==> src/hdl/jsr_pkg.sv <==
package jsr_pkg;

	// Job identifier width
	localparam int unsigned JOB_W  = 8;
	// Width of the fill field in a response beat
	localparam int unsigned FILL_W = 5;

	// Operation codes carried by a request beat
	typedef enum logic [1:0] {
		OP_PUSH   = 2'd0,
		OP_REMOVE = 2'd1,
		OP_QUERY  = 2'd2,
		OP_NOP    = 2'd3
	} jsr_opcode_t;

	// Status codes returned with every response beat
	typedef enum logic [1:0] {
		ST_OK        = 2'd0,
		ST_FULL      = 2'd1,
		ST_NOT_FOUND = 2'd2,
		ST_EMPTY     = 2'd3
	} jsr_status_t;

	// Request beat
	typedef struct packed {
		jsr_opcode_t        opcode;
		logic [JOB_W-1:0]   job_value;
	} jsr_req_t;

	// Response beat
	typedef struct packed {
		jsr_status_t        status;
		logic               on_top;
		logic [FILL_W-1:0]  fill;
	} jsr_rsp_t;

	// Command broadcast to every cell of the chain
	typedef struct packed {
		logic               push;
		logic               remove;
		logic [JOB_W-1:0]   value;
	} jsr_cmd_t;

endpackage

==> src/hdl/jsr_cell.sv <==
module jsr_cell (
	input  logic                     clk,
	input  logic                     arst_n,
	input  jsr_pkg::jsr_cmd_t        cmd,
	input  logic                     below_valid,
	input  logic                     hit_below,
	input  logic [jsr_pkg::JOB_W-1:0] above_entry,
	input  logic                     above_valid,
	output logic [jsr_pkg::JOB_W-1:0] entry,
	output logic                     valid,
	output logic                     hit_out,
	output logic                     match
);
	import jsr_pkg::*;

	logic [JOB_W-1:0] entry_q;
	logic             valid_q;
	logic             shift_down;
	logic             take_push;

	// A valid entry equal to the broadcast value counts as a match.
	assign match   = valid_q && (entry_q == cmd.value);
	// The hit flag ripples upwards: set once any cell at or below has matched.
	assign hit_out = hit_below | match;

	// On a remove every cell at or above the first match takes its upper neighbour.
	assign shift_down = cmd.remove && hit_out;
	// A push lands in the lowest empty cell, the one sitting on a valid cell.
	assign take_push  = cmd.push && !valid_q && below_valid;

	// Valid flag of this place in the stack.
	always_ff @(posedge clk or negedge arst_n) begin
		if (!arst_n) begin
			valid_q <= 1'b0;
		end else if (take_push) begin
			valid_q <= 1'b1;
		end else if (shift_down) begin
			valid_q <= above_valid;
		end
	end

	// Stored identifier; only meaningful while valid.
	always_ff @(posedge clk) begin
		if (take_push) begin
			entry_q <= cmd.value;
		end else if (shift_down) begin
			entry_q <= above_entry;
		end
	end

	assign entry = entry_q;
	assign valid = valid_q;

endmodule

==> src/hdl/job_stack_with_remove_unit.sv <==
// Channel | Direction | Payload    | Handshake
// req     | in        | jsr_req_t  | req_valid / req_ready
// rsp     | out       | jsr_rsp_t  | rsp_valid / rsp_ready
//
// Every request beat is executed in the cycle it is accepted and its response
// beat is registered, so one beat per cycle is sustained while responses are taken.
// The DEPTH cells compare and shift in parallel, so only a held response slows the rate.
// Reset clears every valid flag and the fill count; the stack starts empty.
// A new request is taken while the response register is empty or being emptied.
module job_stack_with_remove_unit #(
	parameter int unsigned DEPTH = 16
) (
	input  logic              clk,
	input  logic              arst_n,
	input  logic              req_valid,
	output logic              req_ready,
	input  jsr_pkg::jsr_req_t req,
	output logic              rsp_valid,
	input  logic              rsp_ready,
	output jsr_pkg::jsr_rsp_t rsp
);
	import jsr_pkg::*;

	localparam int unsigned FW = $clog2(DEPTH + 1);

	logic              accept;
	jsr_cmd_t          cmd;
	logic [JOB_W-1:0]  entry   [DEPTH];
	logic [DEPTH-1:0]  valid;
	logic [DEPTH-1:0]  hit;
	logic [DEPTH-1:0]  match;
	logic [DEPTH-1:0]  top_hit;
	logic [FW-1:0]     fill_q;
	logic [FW-1:0]     fill_next;
	logic              full;
	logic              empty;
	logic              found;
	logic [31:0]       fill_wide;
	jsr_rsp_t          rsp_next;
	jsr_rsp_t          rsp_q;
	logic              rsp_valid_q;

	assign req_ready = !rsp_valid_q || rsp_ready;
	assign accept    = req_valid && req_ready;

	// Command broadcast to the cells, active only on an accepted beat.
	assign cmd.push   = accept && (req.opcode == OP_PUSH);
	assign cmd.remove = accept && (req.opcode == OP_REMOVE);
	assign cmd.value  = req.job_value;

	// Chain of cells, index 0 at the bottom of the stack.
	for (genvar i = 0; i < DEPTH; i++) begin : g_cell
		logic             below_valid;
		logic             hit_below;
		logic [JOB_W-1:0] above_entry;
		logic             above_valid;

		if (i == 0) begin : g_bottom
			assign below_valid = 1'b1;
			assign hit_below   = 1'b0;
		end else begin : g_mid_low
			assign below_valid = valid[i-1];
			assign hit_below   = hit[i-1];
		end

		if (i == DEPTH - 1) begin : g_top
			assign above_entry = '0;
			assign above_valid = 1'b0;
		end else begin : g_mid_high
			assign above_entry = entry[i+1];
			assign above_valid = valid[i+1];
		end

		// The top entry is the valid cell with no valid cell above it.
		assign top_hit[i] = match[i] && !above_valid;

		jsr_cell u_cell (
			.clk         (clk),
			.arst_n      (arst_n),
			.cmd         (cmd),
			.below_valid (below_valid),
			.hit_below   (hit_below),
			.above_entry (above_entry),
			.above_valid (above_valid),
			.entry       (entry[i]),
			.valid       (valid[i]),
			.hit_out     (hit[i]),
			.match       (match[i])
		);
	end

	assign full  = (fill_q == FW'(DEPTH));
	assign empty = (fill_q == '0);
	assign found = hit[DEPTH-1];

	// Next fill count and the response for the current request.
	always_comb begin
		fill_next       = fill_q;
		rsp_next.status = ST_OK;
		rsp_next.on_top = 1'b0;
		unique case (req.opcode)
			OP_PUSH: begin
				if (full) begin
					rsp_next.status = ST_FULL;
				end else begin
					fill_next = fill_q + FW'(1);
				end
			end
			OP_REMOVE: begin
				if (empty) begin
					rsp_next.status = ST_EMPTY;
				end else if (!found) begin
					rsp_next.status = ST_NOT_FOUND;
				end else begin
					fill_next = fill_q - FW'(1);
				end
			end
			OP_QUERY: begin
				if (empty) begin
					rsp_next.status = ST_EMPTY;
				end else begin
					rsp_next.on_top = |top_hit;
				end
			end
			default: begin
				rsp_next.status = ST_OK;
			end
		endcase
		fill_wide     = 32'(fill_next);
		rsp_next.fill = fill_wide[FILL_W-1:0];
	end

	// Fill count register.
	always_ff @(posedge clk or negedge arst_n) begin
		if (!arst_n) begin
			fill_q <= '0;
		end else if (accept) begin
			fill_q <= fill_next;
		end
	end

	// Response valid flag.
	always_ff @(posedge clk or negedge arst_n) begin
		if (!arst_n) begin
			rsp_valid_q <= 1'b0;
		end else if (accept) begin
			rsp_valid_q <= 1'b1;
		end else if (rsp_ready) begin
			rsp_valid_q <= 1'b0;
		end
	end

	// Response payload register.
	always_ff @(posedge clk) begin
		if (accept) begin
			rsp_q <= rsp_next;
		end
	end

	assign rsp_valid = rsp_valid_q;
	assign rsp       = rsp_q;

endmodule
==> config.mk <==
export PLATFORM = sky130hd
export DESIGN_NAME = job_stack_with_remove_unit
export DESIGN_NICKNAME = d
export VERILOG_FILES = /design/src/hdl/jsr_pkg.sv /design/src/hdl/jsr_cell.sv /design/src/hdl/job_stack_with_remove_unit.sv
export SDC_FILE = /design/constraint.sdc
export NUM_CORES = 1
export LEC_CHECK = 0
export ABC_AREA = 1
export ABC_CLOCK_PERIOD_IN_PS = 3700
export BUFFER_PORTS_ARGS = -buffer_cell sky130_fd_sc_hd__buf_2
export CAP_MARGIN = 15
export CORE_UTILIZATION = 36
export CTS_CLUSTER_SIZE = 10
export DETAILED_ROUTE_END_ITERATION = 10
export SLEW_MARGIN = 30
export SYNTH_ARGS = -nofsm -noshare
export SYNTH_HDL_FRONTEND = slang
export SYNTH_SLANG_ARGS = --single-unit
==> constraint.sdc <==
create_clock -name clk -period 3.7 [get_ports clk]
set_clock_uncertainty 0.2 [all_clocks]
set_input_delay 0.74 -clock clk [delete_from_list [all_inputs] [get_ports clk]]
set_output_delay 0.74 -clock clk [all_outputs]
set_load 0.005 [all_outputs]
==> qor.csv <==
metric,value,unit
firstDrtPassIters,5,
timing.final.hold_violations,0,
antenna_found_initial,0,
cpPeakStageDelay,590,ps
rsz0062_at_grt,false,
viasPerCell,5.073,
synth_compound_area_frac,0.1388,
clk_latency,430,ps
synth_fp_nets,1051,
leakagePower,4.265,nW
final_nets,1084,
grt.overflow.total,0,
instances_no_fill,1405,
clock-root-buffer,clkbuf_16,
tritoncts,built,
avgSynthCellArea,8.564,sq um
ir_worst_vdd,0.3394,mV
post_cts_resized,0,
synth-seq-cells,158,
path_class,in2reg,
antennaDiodeCount,0,
core,0.02425,sq mm
rows,57,
synthAdderAreaFrac,0.002823,
grt_pass1_vias,6785,
die_h,158.9,um
fmax,0.3155,GHz
end_kind,flop,
synth.largest_area_cell,edfxtp_1,
syn_to_final_growth,14.22,%
netlist.area_leader.share,0.4608,
clkSlewWorstSetupHoldPaths,60,ps
dpl.cell_count,1373,
fill_cells,2391,
synth_edf_count,136,
final_layout_size_suffix_gt1_frac,0.1156,
drv_slew,0,
setup_tns,0,ps
die-width,158.9,um
dpl.hpwl,16.10,mm
path_cells,buf_2 -> inv_1 -> buf_12 -> or2_2 -> nand3_1 -> a2111oi_0 -> nand3b_1 -> nand4_2 -> nor2_4 -> nand4_4 -> clkinv_1 -> o21ai_1,
critical_path_buf_inv_count,4,
synth_xor_area_frac,0.04150,
drcViolationCount,0,
gp_congestion,0.8832,
drt_wl_total,22.06,mm
synthTopCellsByArea,"edfxtp_1 46%, nand2_1 12%, o21ai_0 9.1%",
h-tree-depth,4,
synthMuxAreaShare,0,
status,"finished, final reports clean",
slowest_stage,o21ai_1,
ys.flop_type,edfxtp_1,
num_vias,7128,
routed_wire_length_per_instance,15.70,um
cap_viol_max_count,0,
synth_cell_type_count,46,
synth_commonest_cells,"286 x nand2_1, 162 x o21ai_0, 136 x edfxtp_1",
gr-usage-all-layers,0.1815,
crit_path_start_kind,input port,
syn_inst,1035,
synth-simple-area-share,0.2204,
grt_pass1_wl,35.58,mm
ys_warn_count,0,
io_buffers,23,
critPathRequiredTime,3560,ps
cts_buffer_depth,2,
async_reset_ff_frac,0.1392,
synth_top_family_by_area,simple AND/OR/NAND/NOR gates,
seq_area_frac_synth,0.5229,
cellPowerDensity,488.8,mW/mm^2
synth.cell_area,0.008864,sq mm
initial_core_util,0.3655,
cts_hold_buf,0,
synth_most_common_cell,nand2_1,
relSlewSlack,0.5035,
postCtsSetupRepairBufs,0,
fin_crit,3170,ps
ant_nets,0,
grt_max_degree,34,
finalSetupViolCount,0,
dieArea,0.02525,sq mm
tightest_slew,739.8,ps
fin_crit_sh,0.8568,
first_iter_violations,569,
ios,24,
cts_made_buffers,17,
clock_sink_count,158,
crit_arrival,3030,ps
crit_fanout,29,
hold_path.class,in2async,
crit_family,compound AO/OA/AOI/OAI gates,
cells in the final DEF (no fill, tap or decap), types with 7 or more instances in the layout:
cell type,Yosys,layout
o22ai_1,18,18
nor2_1,68,68
nor3_1,16,16
nand4_1,7,7
a21oi_1,13,13
or2_2,10,10
inv_1,99,99
o211ai_1,8,8
clkbuf_16,0,17
nand2_1,286,286
buf_4,7,35
xnor2_1,20,20
dfrtp_1,22,22
edfxtp_1,136,136
buf_2,10,23
o21ai_0,162,162
nand3_1,39,39
xor2_1,22,22
area by class of cell:
| class | count | area [sq um] | area share |
|---|---|---|---|
| Sequential cell | 158 | 4634 | 0.4578 |
| Multi-Input combinational cell | 720 | 3576 | 0.3532 |
| Timing Repair Buffer | 63 | 478.0 | 0.04721 |
| Clock buffer | 17 | 425.4 | 0.04202 |
| Inverter | 108 | 407.9 | 0.04029 |
| Tap cell | 324 | 405.4 | 0.04004 |
| Clock inverter | 15 | 196.4 | 0.01940 |
power breakdown:
group	switching [mW]	internal [mW]
Sequential	0.155	2.13
Combinational	0.526	0.280
Clock	0.728	1.13
Total	1.41	3.54
flip-flops by register name (all words and copies together), names as in the netlist:
signal               cells
g_cell.u_cell.entry    128
g_cell.u_cell.valid     16
rsp                      8
fill_q                   5
rsp_valid                1
final timing paths:
kind                                           start                         end  slack, ps  cells past startpoint
max reg2reg                g_cell[3].u_cell.entry[0]  g_cell[15].u_cell.entry[7]        790                     14
min                                           arst_n                   fill_q[1]        110                      1
max in group asynchronous                     arst_n      g_cell[5].u_cell.valid       2810                      1
min in group clk                           rsp_valid                   rsp_valid        340                      2
max                                           req[0]  g_cell[15].u_cell.entry[7]        530                     12
min reg2reg                                rsp_valid                   rsp_valid        340                      2
cell families after synthesis:
| group | Yosys count |
|---|---|
| AO/OA/AOI/OAI | 224 |
| adder cells (fa/ha/maj) | 2 |
| XOR/XNOR | 42 |
| buffers and inverters | 157 |
| AND/OR/NAND/NOR | 452 |
| flip-flops | 158 |
metrics by stage:
step	hold slack, ps	power (mW)	setup slack, ps	area, sq um	utilization
floorplan	244.4	2.855	462.8	8864	-
global placement	295.3	3.113	135.1	9502	0.3918
detailed placement	323.0	3.122	97.93	9502	0.3918
CTS	118.3	4.972	544.1	10120	0.4175
global route	147.5	5.176	244.9	10120	0.4175
finish	105.9	4.949	529.9	10120	0.4175
layer usage:
metal	vias to the layer above	track usage	part of all wire
li1	3564	-	-
met1	3358	0.2300	0.45
met4	0	0.07212	0.023
met2	163	0.3054	0.48
met5	-	0	0
met3	43	0.03422	0.045
No activity file was read; power rests on OpenSTA's default activity.
